$ cat config.mk
export PLATFORM = sky130hd
export DESIGN_NAME = rbb_ctrl
export DESIGN_NICKNAME = d
export VERILOG_FILES = /design/src/rbb_pkg.sv /design/src/rbb_ctrl.sv
export SDC_FILE = /design/constraint.sdc
export NUM_CORES = 1
export LEC_CHECK = 0
export BUFFER_PORTS_ARGS = -buffer_cell sky130_fd_sc_hd__buf_2
export CAP_MARGIN = 20
export CORE_AREA = 5 5 42 44
export DETAILED_ROUTE_END_ITERATION = 16
export DIE_AREA = 0 0 47 49
export PLACE_DENSITY = 0.42
export SYNTH_ARGS = -nofsm -noshare
export SYNTH_HDL_FRONTEND = slang
export SYNTH_SLANG_ARGS = --single-unit
$ cat constraint.sdc
create_clock -name clk -period 1.88 [get_ports clk]
set_input_delay 0.282 -clock clk [delete_from_list [all_inputs] [get_ports clk]]
set_output_delay 0.282 -clock clk [all_outputs]
set_load 0.05 [all_outputs]
$ cat src/rbb_pkg.sv
// Shared types and constants for the RGB box blur block.
`default_nettype none
package rbb_pkg;

  // Configuration register indexes.
  localparam logic [1:0] CFG_IMAGE_WIDTH  = 2'd0;
  localparam logic [1:0] CFG_IMAGE_HEIGHT = 2'd1;
  localparam logic [1:0] CFG_WINDOW_SIZE  = 2'd2;

  localparam int CFG_DATA_W   = 13;
  localparam int HEIGHT_LIMIT = 4096;
  localparam int H_W          = 13;  // holds a row count up to HEIGHT_LIMIT
  localparam int M_W          = 4;   // window side, as wide as its register
  localparam int AREA_W       = 8;   // m*m for m up to 15
  localparam int SUM_W        = 16;  // 225 * 255 fits
  localparam int DIV_CNT_W    = 4;   // SUM_W quotient bits, one per step

  typedef enum logic [2:0] {
    ST_IDLE,
    ST_CHECK,
    ST_INIT,
    ST_SCAN,
    ST_CENTRE,
    ST_ALPHA,
    ST_DIVIDE,
    ST_LOAD
  } rbb_state_t;

  // Commands from the controller to the datapath.
  typedef struct packed {
    logic take;
    logic init;
    logic scan;
    logic centre;
    logic alpha;
    logic div_step;
    logic load;
    logic emit;
  } rbb_cmd_t;

  // Status from the datapath to the controller.
  typedef struct packed {
    logic check_next;
    logic emit_due;
    logic scan_last;
    logic div_last;
    logic out_free;
  } rbb_stat_t;

endpackage
`default_nettype wire

$ cat src/rbb_ctrl.sv
// Controller state machine that sequences one item at a time.
`default_nettype none
module rbb_ctrl (
  input  wire logic           clk,
  input  wire logic           rst,
  input  rbb_pkg::rbb_stat_t  stat,
  output rbb_pkg::rbb_cmd_t   cmd
);
  import rbb_pkg::*;

  rbb_state_t state, state_next;

  // State register.
  always_ff @(posedge clk) begin
    if (rst) begin
      state <= ST_IDLE;
    end else begin
      state <= state_next;
    end
  end

  // Next state and commands.
  always_comb begin
    state_next = state;
    cmd        = '0;
    unique case (state)
      ST_IDLE: begin
        cmd.take = 1'b1;
        if (stat.check_next) state_next = ST_CHECK;
      end
      ST_CHECK: begin
        state_next = stat.emit_due ? ST_INIT : ST_IDLE;
      end
      ST_INIT: begin
        cmd.init   = 1'b1;
        state_next = ST_SCAN;
      end
      ST_SCAN: begin
        cmd.scan = 1'b1;
        if (stat.scan_last) state_next = ST_CENTRE;
      end
      ST_CENTRE: begin
        cmd.centre = 1'b1;
        state_next = ST_ALPHA;
      end
      ST_ALPHA: begin
        cmd.alpha  = 1'b1;
        state_next = ST_DIVIDE;
      end
      ST_DIVIDE: begin
        cmd.div_step = 1'b1;
        if (stat.div_last) state_next = ST_LOAD;
      end
      ST_LOAD: begin
        // The result register fills once the previous beat has gone out.
        if (stat.out_free) begin
          cmd.load   = 1'b1;
          state_next = ST_IDLE;
        end
      end
      default: state_next = ST_IDLE;
    endcase
  end

endmodule
`default_nettype wire

## After elaboration in Yosys (flattened, before gate mapping)

Index checks and enable logic that the tools add are counted.

- Flip-flop bits (word level): 3
- Input bits: 7
- Output and inout port bits: 8
- Logic and storage cells: 28

- Eq/ne operators: 11
- Multiplexer cells: 14
- Reduce and logical (&&, ||, !) cells: 2

Operators with widths:

| kind | count |
|---|---|
| one-hot mux 3 bit (8 select lines) | 1 |
| equality test 3 bit, second input constant | 4 |
| two-way mux 3 bit | 4 |
| two-way mux 1 bit | 8 |
| != test 2 bit, second input constant | 4 |
| equality test 3 x 2 -> 1 bit, second input constant | 2 |
| AND reduction 4 bit | 1 |
| equality test 3 x 1 -> 1 bit, second input constant | 1 |
| zero test 3 bit | 1 |
| two-way mux 2 bit | 1 |

## Logic depth before layout (Yosys ltp)

- Word-level depth: 3
- Gate-level depth with buffers: 4
- Gate-level depth less buffers: 3

## Worst setup path after synthesis

No wires, ideal clock.

- Kind: register -> output
- Start point: register state[1]
- End point: output cmd[4] (netlist bit)
- Data arrival time: 1.531 ns
- Data required time: 1.598 ns
- Setup slack: 0.067 ns
- Stages on the path, launching flop included: 3
- Path buffers: 1
- Path through: dfxtp_1 -> buf_2 -> nor3_1

RTL lines:

| what | RTL line | RTL |
|---|---|---|
| start: declaration | rbb_ctrl.sv:11 | `rbb_state_t state, state_next;` |
| start signal: assignment | rbb_ctrl.sv:18 | `state <= state_next;` |
| end: declaration | rbb_ctrl.sv:7 | `output rbb_pkg::rbb_cmd_t cmd` |

==> metrics.cfg <==
[cts]
clock_latency_ns = 0.23
cts_tree = built
cts_buffer_depth = 2
cts_buffers = 3
postCtsSetupBuffers = 0
cts_hold_buf = 0
h-tree-depth = 1
cts_sinks = 3
path_clk_slew_ns = 0.04
root_buffer = clkbuf_4
cts_resized = 0

[synthesis]
synth-xor-area-share = 0
synth_seq_area_share = 0.226
synth_cells = 30
ys_ff_latch = 3
synthMuxAreaShare = 0.0802
avgSynthCellArea_um2 = 8.84
synth_top_family_by_area = simple AND/OR/NAND/NOR gates
ys_warn_count = 0
ys_types = 21
synth-compound-area-share = 0.137
synthesis.area_um2 = 265
post_synth_and_or_nand_nor_area_fraction = 0.396
syn-num-nets = 37
synthAdderAreaFrac = 0

[timing]
min_period_ns = 1.62
timing.final.crit_share = 0.859
finClkSkew_ns = 0.00228
rsz0062_at_grt = no
finalSetupTns_ns = 0
drv_slew = 0
hold_viol = 0
max_freq_mhz = 619
setup_viol = 0

[power]
powerDensity_mw_per_mm2 = 1160
power_leakage_nw = 0.153
ir_drop_uv = 259
total_power_mw = 0.395

[critical_path]
r2r-end = state[0]
r2r_setup_slack_ns = 0.41
critPathRequiredTime_ns = 1.60
slowest_delay_ns = 0.53
rr_startpoint = state[0]
critical_path_class = register to primary output
worstPathCellList = nor2b_1, and2_1, buf_2
cp-end-kind = primary output
ff2ff_path_depth = 3
startpoint_type = register
crit_arrival_ns = 1.33
slowest_stage = dfxtp_1
crit_fanout = 11

[routing]
drt-total-wl_um = 571
vias = 251
drtIter0Drc = 0
antenna_left = 0
first_pass_iters = 1
post-route-drc-count = 0
viasPerCell = 4.25
wl_per_cell_um = 9.68

[layout]
multiInputGateArea_um2 = 166
register_area_um2 = 60.1
fillerInstances = 175
top_regs = state: 3 flops
final_cell_mix = buf_2, nor2_1, clkbuf_4, dfxtp_1
finish.utilization = 0.244
drive_gt1_frac = 0.465
diodes = 0
fin_nets = 51
largest_reg_flops = 3
largest-register = state
layout_commonest_cell = buf_2
area_growth_pct = 28.8

[min_path]
hold_depth = 2
min_from = rst
hold_path_class = input port to register
hold_end = state[2]

[die]
dieArea_mm2 = 0.00230
ioPinCount = 15
start_util = 0.189
die_w_um = 47
num_rows = 14
dieHeight_um = 49
core-area_mm2 = 0.00140

[global_routing]
grt_max_degree = 12
track_usage = 0.0598
grt_pass1_wl_um = 993
first_global_vias = 254
antenna_found_initial = 0
globalRouteOverflowTotal = 0

[placement]
hpwl_um = 453
io_buffer_count = 13
gp_congestion = 0.651

[run]
cap_violations = 0

[status]
status = finished, final reports clean

-- routing by layer --
metal  GRT usage  part of all wire  vias to the layer above
li1            -                 -                      129
met1      0.0656              0.44                      117
met2      0.0905              0.55                        5
met3      0.0111             0.014                        0
met4      0.0553                 0                        0
met5           0                 0                        -
-- how the worst max path moves through the flow --
stage | start | endpoint | slack (ns) | cells after the start
detailed placement | state[0] | state[0] | 0.41 | 3
floorplan | state[1] | cmd[4] | 0.07 | 2
CTS | state[0] | cmd[3] | 0.24 | 3
global route | state[0] | cmd[3] | 0.16 | 3
global placement | state[0] | state[0] | 0.41 | 3
finish | state[0] | cmd[3] | 0.26 | 3
-- worst max-delay path, delay by kind of cell (launching register included) --
| family | cells | cell delay, ns |
|---|---|---|
| buf+inv | 1 | 0.25 |
| flops | 1 | 0.53 |
| simple gates | 2 | 0.32 |
-- synthesized netlist by cell type (all sizes together) --
cell	n	share of area
nor2	5	0.071
buf	4	0.13
dfxtp	3	0.23
a311oi	2	0.090
nor2b	2	0.047
nor3	2	0.038
a22oi	1	0.028
and2	1	0.024
and3b	1	0.033
conb	1	0.014
inv	1	0.014
mux2	1	0.042
mux2i	1	0.038
nand2b	1	0.024
nand3	1	0.019
nor4	1	0.080
nor4bb	1	0.061
o21ai	1	0.019
-- through the flow --
step / hold WS [ns] / std cells / setup WS, ns / cell area [µm²]
after floorplan: 0.354 / 30 / 0.0668 / 265
after detailed placement: 0.507 / 55 / 0.406 / 315
after CTS: 0.262 / 59 / 0.243 / 342
after global placement: 0.502 / 55 / 0.413 / 315
final: 0.268 / 59 / 0.265 / 342
after global routing: 0.276 / 59 / 0.160 / 342
-- final cells by class --
class / instances / share of cell area
clock buffers: 4 / 0.0769
inverters: 1 / 0.0110
multi-input cells: 22 / 0.487
flip-flops and latches: 3 / 0.176
well taps: 16 / 0.0586
repair buffers: 13 / 0.190
-- power by group --
group / switching (mW) / internal [mW]
Sequential: 0.0371 / 0.0770
Combinational: 0.106 / 0.0636
Clock: 0.0326 / 0.0795
Total: 0.175 / 0.220
-- cell families (layout without fill, tap and decap cells) --
kind of cell | after synthesis | in the layout
AOI/OAI and AO/OA | 4 | 4
DFF | 3 | 3
buffers and inverters | 5 | 18
and+or+nand+nor | 15 | 15
muxes | 2 | 2
other | 1 | 1
Power figures use the tool's default switching activity.
